**src/rtl/ipow_pkg.sv**
```systemverilog
// Shared types, constants and the control program of the integer power sequencer.
package ipow_pkg;

    // The overflow threshold is 2^EXP_BITS; exponents at or above it take the fixed rule.
    localparam int EXP_BITS = 6;
    localparam int UPC_BITS = 3;

    // Program addresses.
    localparam logic [UPC_BITS-1:0] UPC_DISPATCH = 3'd0;
    localparam logic [UPC_BITS-1:0] UPC_MUL      = 3'd1;
    localparam logic [UPC_BITS-1:0] UPC_SQUARE   = 3'd4;
    localparam logic [UPC_BITS-1:0] UPC_DONE     = 3'd7;

    // Sequencer state.
    typedef enum logic {
        ST_IDLE,
        ST_RUN
    } state_t;

    // Branch condition of a control word.
    typedef enum logic [1:0] {
        C_NEXT,
        C_JUMP,
        C_DISPATCH,
        C_LAST
    } cond_t;

    // Left multiplier operand.
    typedef enum logic {
        SRC_ACC,
        SRC_BASE
    } src_t;

    // Which partial product of the split multiply this step forms.
    typedef enum logic [1:0] {
        PP_NONE,
        PP_LL,
        PP_LH,
        PP_HL
    } pp_t;

    // Register that takes the finished product.
    typedef enum logic [1:0] {
        D_NONE,
        D_ACC,
        D_BASE
    } dest_t;

    typedef struct packed {
        cond_t                cond;
        logic [UPC_BITS-1:0]  target;
        src_t                 src;
        pp_t                  pp;
        dest_t                dest;
        logic                 shift;
        logic                 done;
    } uword_t;

    // Control program. One round per exponent bit: dispatch, optional multiply
    // of the accumulator by the base, then squaring of the base except on the last bit.
    localparam uword_t UCODE [2**UPC_BITS] = '{
        '{C_DISPATCH, UPC_DONE,     SRC_ACC,  PP_NONE, D_NONE, 1'b0, 1'b0},
        '{C_NEXT,     UPC_DISPATCH, SRC_ACC,  PP_LL,   D_NONE, 1'b0, 1'b0},
        '{C_NEXT,     UPC_DISPATCH, SRC_ACC,  PP_LH,   D_NONE, 1'b0, 1'b0},
        '{C_LAST,     UPC_DONE,     SRC_ACC,  PP_HL,   D_ACC,  1'b0, 1'b0},
        '{C_NEXT,     UPC_DISPATCH, SRC_BASE, PP_LL,   D_NONE, 1'b0, 1'b0},
        '{C_NEXT,     UPC_DISPATCH, SRC_BASE, PP_LH,   D_NONE, 1'b0, 1'b0},
        '{C_JUMP,     UPC_DISPATCH, SRC_BASE, PP_HL,   D_BASE, 1'b1, 1'b0},
        '{C_NEXT,     UPC_DISPATCH, SRC_ACC,  PP_NONE, D_NONE, 1'b0, 1'b1}
    };

endpackage

```
**src/rtl/integer_power_by_squaring.sv**
```systemverilog
// Top level: microcoded square-and-multiply power unit with a shared half-width multiplier.

// Computes base^exponent modulo 2^DATA_WIDTH for exponents below 64, sign-extended
// to 64 bits, one word at a time; an exponent of 64 and above gives 1 for a base
// of 1, 1 or all ones by exponent parity for an all-ones base, and 0 otherwise.
// Each full-width product is built from three partial products on one
// (DATA_WIDTH+1)/2-bit multiplier, and that multiplier is what sets the latency.
// An item is loaded, then for each exponent bit up to the highest set one the
// program dispatches, multiplies the accumulator by the base when the bit is set
// and squares the base unless it is the last bit, then hands the result to the
// output register once it has room. A new word is accepted as soon as the
// previous one has reached it, even while that result still waits to be taken.
module integer_power_by_squaring #(
    parameter int DATA_WIDTH = 64
) (
    input  logic        aclk,
    input  logic        aresetn,
    input  logic        s_valid,
    output logic        s_ready,
    input  logic [63:0] s_base_value,
    input  logic [7:0]  s_exponent,
    output logic        m_valid,
    input  logic        m_ready,
    output logic [63:0] m_power
);

    localparam int HALF = (DATA_WIDTH + 1) / 2;

    ipow_pkg::state_t                   state_reg, state_next;
    logic [ipow_pkg::UPC_BITS-1:0]      pc_reg, pc_next;
    logic [DATA_WIDTH-1:0]              acc_reg, acc_next;
    logic [DATA_WIDTH-1:0]              base_reg, base_next;
    logic [DATA_WIDTH-1:0]              prod_reg, prod_next;
    logic [ipow_pkg::EXP_BITS-1:0]      exp_reg, exp_next;
    logic                               m_valid_reg, m_valid_next;
    logic [63:0]                        m_power_reg, m_power_next;

    ipow_pkg::uword_t                   uword;
    logic [DATA_WIDTH-1:0]              mul_src;
    logic [HALF-1:0]                    op_a, op_b;
    logic [2*HALF-1:0]                  pp_full;
    logic [DATA_WIDTH-1:0]              pp_lo, pp_shl, prod_sum;
    logic [DATA_WIDTH-1:0]              base_in, rule_value;
    logic                               in_fire, out_free, overflow_in;

    assign uword    = ipow_pkg::UCODE[pc_reg];
    assign s_ready  = (state_reg == ipow_pkg::ST_IDLE);
    assign in_fire  = s_valid && s_ready;
    assign out_free = !m_valid_reg || m_ready;
    assign m_valid  = m_valid_reg;
    assign m_power  = m_power_reg;

    // Input decode and the fixed answer for exponents of 64 and above.
    assign base_in     = s_base_value[DATA_WIDTH-1:0];
    assign overflow_in = |s_exponent[7:ipow_pkg::EXP_BITS];
    always_comb begin
        priority if (base_in == DATA_WIDTH'(1)) begin
            rule_value = DATA_WIDTH'(1);
        end else if (base_in == {DATA_WIDTH{1'b1}}) begin
            rule_value = s_exponent[0] ? {DATA_WIDTH{1'b1}} : DATA_WIDTH'(1);
        end else begin
            rule_value = '0;
        end
    end

    // Shared half-width multiplier; the step picks which halves meet.
    assign mul_src = (uword.src == ipow_pkg::SRC_ACC) ? acc_reg : base_reg;
    always_comb begin
        unique case (uword.pp)
            ipow_pkg::PP_LH: begin
                op_a = mul_src[HALF-1:0];
                op_b = HALF'(base_reg[DATA_WIDTH-1:HALF]);
            end
            ipow_pkg::PP_HL: begin
                op_a = HALF'(mul_src[DATA_WIDTH-1:HALF]);
                op_b = base_reg[HALF-1:0];
            end
            default: begin
                op_a = mul_src[HALF-1:0];
                op_b = base_reg[HALF-1:0];
            end
        endcase
    end
    assign pp_full  = op_a * op_b;
    assign pp_lo    = pp_full[DATA_WIDTH-1:0];
    assign pp_shl   = pp_lo << HALF;
    assign prod_sum = prod_reg + pp_shl;

    // Sequencer: next state, program counter and datapath writes.
    always_comb begin
        state_next   = state_reg;
        pc_next      = pc_reg;
        acc_next     = acc_reg;
        base_next    = base_reg;
        prod_next    = prod_reg;
        exp_next     = exp_reg;
        m_valid_next = m_valid_reg;
        m_power_next = m_power_reg;

        if (m_valid_reg && m_ready) begin
            m_valid_next = 1'b0;
        end

        unique case (state_reg)
            ipow_pkg::ST_IDLE: begin
                if (in_fire) begin
                    base_next  = base_in;
                    pc_next    = ipow_pkg::UPC_DISPATCH;
                    state_next = ipow_pkg::ST_RUN;
                    if (overflow_in) begin
                        acc_next = rule_value;
                        exp_next = '0;
                    end else begin
                        acc_next = DATA_WIDTH'(1);
                        exp_next = s_exponent[ipow_pkg::EXP_BITS-1:0];
                    end
                end
            end
            ipow_pkg::ST_RUN: begin
                // Partial product accumulation and writeback.
                unique case (uword.pp)
                    ipow_pkg::PP_LL: prod_next = pp_lo;
                    ipow_pkg::PP_LH: prod_next = prod_sum;
                    default:         prod_next = prod_reg;
                endcase
                if (uword.pp == ipow_pkg::PP_HL) begin
                    unique case (uword.dest)
                        ipow_pkg::D_ACC:  acc_next  = prod_sum;
                        ipow_pkg::D_BASE: base_next = prod_sum;
                        default:          ;
                    endcase
                end
                if (uword.shift) begin
                    exp_next = exp_reg >> 1;
                end

                // Branch resolution.
                unique case (uword.cond)
                    ipow_pkg::C_JUMP: pc_next = uword.target;
                    ipow_pkg::C_DISPATCH: begin
                        priority if (exp_reg == '0) begin
                            pc_next = uword.target;
                        end else if (!exp_reg[0]) begin
                            pc_next = ipow_pkg::UPC_SQUARE;
                        end else begin
                            pc_next = ipow_pkg::UPC_MUL;
                        end
                    end
                    ipow_pkg::C_LAST: begin
                        if (exp_reg[ipow_pkg::EXP_BITS-1:1] == '0) begin
                            pc_next = uword.target;
                        end else begin
                            pc_next = pc_reg + 1'b1;
                        end
                    end
                    default: pc_next = pc_reg + 1'b1;
                endcase

                // Final step waits for room in the output register.
                if (uword.done) begin
                    if (out_free) begin
                        m_valid_next = 1'b1;
                        m_power_next = 64'(signed'(acc_reg));
                        state_next   = ipow_pkg::ST_IDLE;
                    end else begin
                        pc_next = pc_reg;
                    end
                end
            end
            default: state_next = ipow_pkg::ST_IDLE;
        endcase
    end

    // Control registers.
    always_ff @(posedge aclk) begin
        if (!aresetn) begin
            state_reg   <= ipow_pkg::ST_IDLE;
            pc_reg      <= ipow_pkg::UPC_DISPATCH;
            m_valid_reg <= 1'b0;
        end else begin
            state_reg   <= state_next;
            pc_reg      <= pc_next;
            m_valid_reg <= m_valid_next;
        end
    end

    // Datapath registers.
    always_ff @(posedge aclk) begin
        acc_reg     <= acc_next;
        base_reg    <= base_next;
        prod_reg    <= prod_next;
        exp_reg     <= exp_next;
        m_power_reg <= m_power_next;
    end

    // The exponent shifts right by one bit at the end of each squaring.
    assert property (@(posedge aclk) disable iff (!aresetn)
        (state_reg == ipow_pkg::ST_RUN && uword.shift) |=> (exp_reg == ($past(exp_reg) >> 1)))
        else $error("exponent not shifted after squaring");

    // A zero exponent starts with a unit accumulator and nothing left to do.
    assert property (@(posedge aclk) disable iff (!aresetn)
        (in_fire && s_exponent == 8'd0) |=> (acc_reg == DATA_WIDTH'(1) && exp_reg == '0))
        else $error("zero exponent not loaded as unit result");

    // A new result appears only from the final program step.
    assert property (@(posedge aclk) disable iff (!aresetn)
        $rose(m_valid_reg) |-> $past(state_reg == ipow_pkg::ST_RUN && uword.done))
        else $error("result presented outside the final step");

    // The sequencer leaves the run state only through the final step.
    assert property (@(posedge aclk) disable iff (!aresetn)
        (state_reg == ipow_pkg::ST_RUN && !uword.done) |=> (state_reg == ipow_pkg::ST_RUN))
        else $error("sequencer left run state early");

endmodule
```
**config.mk**
```make
export PLATFORM = sky130hd
export DESIGN_NAME = integer_power_by_squaring
export DESIGN_NICKNAME = d
export VERILOG_FILES = /design/src/rtl/ipow_pkg.sv /design/src/rtl/integer_power_by_squaring.sv
export SDC_FILE = /design/constraint.sdc
export NUM_CORES = 2
export LEC_CHECK = 0
export BUFFER_PORTS_ARGS = -buffer_cell sky130_fd_sc_hd__buf_4
export CORE_MARGIN = 2
export CORE_UTILIZATION = 35
export CTS_BUF_LIST = sky130_fd_sc_hd__clkbuf_16
export DETAILED_ROUTE_END_ITERATION = 10
export PLACE_DENSITY_LB_ADDON = 0.08
export SLEW_MARGIN = 30
export SYNTH_ARGS = -nofsm -noshare
export SYNTH_HDL_FRONTEND = slang
export SYNTH_SLANG_ARGS = --single-unit
```
**constraint.sdc**
```tcl
create_clock -name aclk -period 11.25 [get_ports aclk]
set_input_delay 1.6875 -clock aclk [delete_from_list [all_inputs] [get_ports aclk]]
set_output_delay 1.6875 -clock aclk [all_outputs]
set_load 0.02 [all_outputs]
```
* Yosys cells after proc, flatten, opt, wreduce, memory -nomap -nowiden
Memories as Yosys holds them, arrays and structs flattened. Index checks and enable logic that the tools add are counted.
Storage, ports and cells: register bits 267, memory bits (read-only) 96, input port bits 76, output and inout bits 66, logic and storage cells 83, memories kept 1
Memories:
- (name not given) | depth 8, width 12, read ports 1, clocked after memory_dff 0, wr ports 0, RTL line integer_power_by_squaring.sv:46 | assign uword = ipow_pkg::UCODE[pc_reg];
Operators by class: add/sub/neg operators 2, multiply operators 1, $lt $le $gt $ge 1, eq/ne operators 16, mux-type cells 38, bitwise operators 2, reductions and logical operators 14
Operators by type and width (count):
- 64-bit two-way mux | 11
- 64-bit case mux with 2 select lines | 3
- 64-bit adder | 1
- 64-bit by 1-bit equality test with 1-bit output, second input constant | 1
- 64-bit equality test, second input constant | 1
- 32-bit by 32-bit multiplier with 64-bit output | 1
- 32-bit two-way mux | 2
- 12-bit two-way mux | 2
- 3-bit two-way mux | 6
- 6-bit two-way mux | 3
- 6-bit case mux with 2 select lines | 1
- 2-bit equality test, second input constant | 5
- 2-bit by 1-bit != test with 1-bit output, second input constant | 5
- 3-bit case mux with 3 select lines | 1
- 3-bit AND reduction | 3
- 1-bit two-way mux | 7
- 2-bit by 1-bit equality test with 1-bit output, second input constant | 3
- 6-bit logical NOT | 1
- 3-bit case mux with 2 select lines | 1
- 2-bit AND reduction | 3
- 5-bit logical NOT | 1
- 4-bit greater-or-equal comparator, second input constant | 1
- 3-bit NOT with 4-bit output | 1
- 3-bit by 1-bit adder with 3-bit output, second input constant | 1
- other kinds (8) | 9

* Logic depth before layout (Yosys ltp)
depth after elaboration 11, gate-level depth with buffers 46, depth with buffers taken out 40

* Least setup slack after synthesis
No wires, ideal clock.
path type flip-flop to flip-flop, start point reg pc_reg[0] (netlist name), end point reg prod_reg[62], data pin, library setup time 0.255 ns, arrival time 9.985 ns, data required time 10.995 ns, path slack 1.010 ns, stages on the path, launching flop included 42, buffers on the path 5, clock period less this slack 10.240 ns, cells stage by stage dfxtp_1 > inv_1 > ha_1 > nand2_1 > o21ai_0 > ha_1 > clkbuf_1 > buf_2 > clkbuf_1 > buf_1 > nand2_1 > o21ai_0 > clkbuf_1 > nor2_1 > fa_1 > fa_1 > fa_1 > inv_1 > [6 not listed] > fa_1 > fa_1 > ha_1 > nor2b_1 > o21ai_0 > o311ai_0 > or2_2 > xor2_1 > ha_1 > a21o_1 > a221o_1 > a21oi_1 > o22ai_1 > o221ai_1 > o21ai_1 > xor2_1 > o22ai_1 > nor2_1
Between the ends: longest elaborated chain between the ends 9, elaborated cells on any way between the ends 13, those cells by class add/sub (1); mul (1); eq/ne (3); mux (6); bitwise (1); memory (1)
RTL lines:
- from (decl) | RTL line integer_power_by_squaring.sv:30 | logic [ipow_pkg::UPC_BITS-1:0] pc_reg, pc_next;
- from (signal assigned) | RTL line integer_power_by_squaring.sv:178 | pc_reg <= ipow_pkg::UPC_DISPATCH;
- from (signal assigned) | RTL line integer_power_by_squaring.sv:182 | pc_reg <= pc_next;
- 3-bit NOT with 4-bit output (not written as such) * | RTL line integer_power_by_squaring.sv:46
- memory read 8 x 12 bit *
- 12-bit two-way mux (not written as such) * (2 in a row) | RTL line integer_power_by_squaring.sv:46
- 2-bit equality test (tied with other cells) | RTL line integer_power_by_squaring.sv:69 | unique case (uword.pp)
- 32-bit two-way mux | RTL line integer_power_by_squaring.sv:69
- 32-bit by 32-bit multiplier with 64-bit output | RTL line integer_power_by_squaring.sv:84 | assign pp_full = op_a * op_b;
- 64-bit adder | RTL line integer_power_by_squaring.sv:87 | assign prod_sum = prod_reg + pp_shl;
- 64-bit case mux with 2 select lines * | RTL line integer_power_by_squaring.sv:121 | unique case (uword.pp)
- to (signal assigned) | RTL line integer_power_by_squaring.sv:191 | prod_reg <= prod_next;
- to (decl) | RTL line integer_power_by_squaring.sv:33 | logic [DATA_WIDTH-1:0] prod_reg, prod_next;
Every way passes the cells marked *; elsewhere a longest branch is shown, timed or not. The select of a mux whose other input is x is not followed. A chain may end at the register's enable or synchronous reset.

* Worst setup path after layout
start point reg pc_reg[0] (netlist name), end point reg base_reg[60], data pin
Between the ends: longest elaborated chain between the ends 11, elaborated cells on any way between the ends 14, those cells by class add/sub (1); mul (1); eq/ne (2); mux (8); bitwise (1); memory (1)
RTL lines:
- 3-bit NOT with 4-bit output (not written as such) * | RTL line integer_power_by_squaring.sv:46
- memory read 8 x 12 bit *
- 12-bit two-way mux (not written as such) * (2 in a row) | RTL line integer_power_by_squaring.sv:46
- 2-bit equality test or 64-bit two-way mux (tied branches) | RTL line integer_power_by_squaring.sv:69, integer_power_by_squaring.sv:67
- 32-bit two-way mux | RTL line integer_power_by_squaring.sv:69
- 32-bit by 32-bit multiplier with 64-bit output * | RTL line integer_power_by_squaring.sv:84
- 64-bit adder * | RTL line integer_power_by_squaring.sv:87
- 64-bit two-way mux * | RTL line integer_power_by_squaring.sv:127 | unique case (uword.dest)
- 64-bit two-way mux * | RTL line integer_power_by_squaring.sv:126 | if (uword.pp == ipow_pkg::PP_HL) begin
- 64-bit case mux with 2 select lines * | RTL line integer_power_by_squaring.sv:104 | unique case (state_reg)
- net base_next[60] | RTL line integer_power_by_squaring.sv:32 | logic [DATA_WIDTH-1:0] base_reg, base_next;
- to (signal assigned) | RTL line integer_power_by_squaring.sv:190 | base_reg <= base_next;
- to (decl) | RTL line integer_power_by_squaring.sv:32
Mark *: on every way through the listed nets, which the timed path passes. The rest lies on a longest branch. The select of a mux whose other input is x is not followed.

==> run metrics <==
vias in the first global route=36400; clock root buffer master=sky130_fd_sc_hd__clkbuf_16; net total in the final layout=6278; total routed wirelength=172000 um; routed via count divided by cell count=5.08; clock buffer count from CTS=27; proportion of synthesized flip-flops having asynchronous set or reset=0%; worst-skew pair later-pin latency=0.61 ns; CTS Hold Buffers Added=0; aggregate negative setup slack=0 ns; element type at the critical path start=flop; path class of the lowest-slack min-delay path=reg -> reg; horizontal extent of the die=366 um; via count=34400; proportion of synthesized chip area in sequential cells=17.4%; first element of the critical path=pc_reg[0]; First DRT Iteration DRCs=2835; critical-path cell with the highest stage delay=sky130_fd_sc_hd__fa_1; EDFF count, synth=262; Routability Congestion=0.937; Total GRT Usage=26.3%; slew of the pin with the lowest slew margin=0.906 ns; critical path's most frequent cell=sky130_fd_sc_hd__fa_1; synthesized netlist cell count=4867; CP endpoint kind=flop; setup violation total in the final timing report=0; Netlist cell types=79; number of antenna violations at the first check in global routing=17; skew final=0.0200 ns; synthesized area=45800 um^2; worst reg2reg startpoint=pc_reg[0]; Max Fclk=92.3 MHz; required time of the worst setup path=11.58 ns; routed length per placed instance=25.5 um; Slowest Stage Delay on Critical Path=0.55 ns; CTS H-Tree Depth=1; layout cells sized above 1=10.4%; pin count of the biggest net entering global routing=83; final critical path time including I/O delays and setup=10.83 ns; drt first pass iters=5; number of max-cap violations=0; CTS tree=built; GRT Residual Overflow=0; arrival time of data at the critical path endpoint=11.16 ns; floorplan die height=366 um; buffers added on ports=141; number of standard-cell rows in the floorplan=132; DRC violations left=0; critical-path maximum fanout=18; Layout Area Growth over Synthesis=11.2%; Max Buffers Root-to-Sink=3; Warnings, synthesis=0; core outline area=130000 um^2; Clock Pin Slew Worst Setup and Hold Paths=0.08 ns; number of sinks on the clock net=267; Layout fillers=13200; number of failing hold endpoints at the final stage=0; net count of the mapped netlist=6145; leading register cell type out of synthesis=sky130_fd_sc_hd__edfxtp_1; Setup CP Type=reg -> reg; Initial Util=35.3%; max-slew violations=0; wire length of the first global-routing pass=254000 um; source of the worst hold timing path=acc_reg[37]; I/O pin count=142; share of the clock period used by the worst path after layout=96.3%; final HPWL from detailed placement=145000 um; Die Footprint=134000 um^2; run status=finished, final reports clean; post-route antenna net violation count=0; synthesized area divided by synthesized cell count=9.40 um^2; RSZ-0062 raised after global routing=no; worst max-slew margin expressed relative to the limit=39.6%; synthesized flop and latch total=267
## cell usage in the layout, fill, tap and decap left out, drive strengths merged, types with 15 or more instances in the layout
master,synthesis,layout
nand2,867,867
edfxtp,262,262
nand3,21,21
o21a,32,32
nand4,44,44
nor3,16,16
clkbuf,214,27
fa,897,897
o21bai,19,19
ha,305,305
a21o,47,47
mux2,57,57
nand2b,25,25
and2,70,70
o21ai,152,152
inv,940,949
xnor2,53,53
a211oi,15,15
a21oi,123,123
mux2i,49,49
nor2,395,395
nor2b,50,50
xor2,30,30
nor4,23,23
buf,29,347
## cell families (layout without fill, tap and decap cells)
family | after synthesis | in the layout | synth area share [%]
other | 0 | 1 | 0
xor gates and xnor gates | 83 | 83 | 1.59
adders and majority gates | 1202 | 1202 | 47.6
muxes | 116 | 116 | 2.97
buffers and inverters | 1183 | 1337 | 9.74
AOI/OAI and AO/OA | 472 | 472 | 6.55
and+or+nand+nor | 1544 | 1544 | 14.2
DFF | 267 | 267 | 17.4
## final cells by class
| class | count | area (um^2) | share of cell area, % |
|---|---|---|---|
| antenna | 1 | 2.50 | 0.00492 |
| clock buffer | 27 | 676 | 1.33 |
| clock inverter | 23 | 235 | 0.462 |
| inverter | 940 | 3530 | 6.93 |
| multi-input combinational | 3417 | 33600 | 65.9 |
| sequential | 267 | 7970 | 15.7 |
| tap | 1742 | 2180 | 4.28 |
| timing repair buffer | 347 | 2740 | 5.38 |
## synthesized netlist by cell type, drive strengths merged, types with 19 or more instances
master  number  area, um^2
o21a        32         240
mux2i       49         490
nor2b       50         313
fa         897       18000
buf         29         123
o21bai      19         143
a21o        47         353
xor2        30         263
ha         305        3820
nor2       395        1480
a21oi      123         619
o21ai      152         764
xnor2       53         464
nor4        23         150
clkbuf     214         806
inv        940        3530
nand2      867        3260
nand3       21         105
nand2b      25         156
and2        70         438
edfxtp     262        7870
nand4       44         275
mux2        57         642
## layer usage
layer,up-vias,wire (um),track usage (%)
met2,959,81500,43.9
li1,15300,-,-
met1,18000,77900,37.4
met4,2,3100,3.59
met5,-,20,0
met3,126,9900,3.21
## through the flow
| step | area [um^2] | util [%] | hold WS [ns] | cells | worst slack (ns) |
|---|---|---|---|---|---|
| final | 50900 | 39.3 | 0.457 | 6764 | 0.421 |
| after global routing | 50900 | 39.3 | 0.475 | 6763 | 0.0299 |
| after CTS | 50800 | 39.2 | 0.459 | 6756 | 0.236 |
| after detailed placement | 49800 | 38.4 | 0.439 | 6706 | 0.294 |
| after global placement | 49800 | 38.4 | 0.441 | 6706 | 0.265 |
| after floorplan | 45800 | - | 0.421 | 4867 | 1.01 |
## path summary, 6_finish.rpt
path / end / slack (ns) / depth (start not counted)
min reg2reg: m_power[37] / 0.46 / 0
min: m_power[37] / 0.46 / 0
max: base_reg[60] / 0.42 / 35
max reg2reg: base_reg[60] / 0.42 / 35
## critical path: cells and delay by family (launching register included)
family | cells | cell delay, ns
buffers and inverters | 4 | 0.50
AOI/OAI and AO/OA | 9 | 2.08
adders and majority gates | 12 | 5.55
DFF | 1 | 0.42
xor gates and xnor gates | 2 | 0.62
and+or+nand+nor | 7 | 0.89
muxes | 1 | 0.46
## repair_timing
item / in CTS / in global routing
buffers inserted: 0 / 7
setup endpoints to repair: 0 / 16
gates resized for setup: 0 / 15
Power is left out: the tool's default activity adds up to more than one toggle a clock period on the data nets, which glitch-free logic cannot reach.
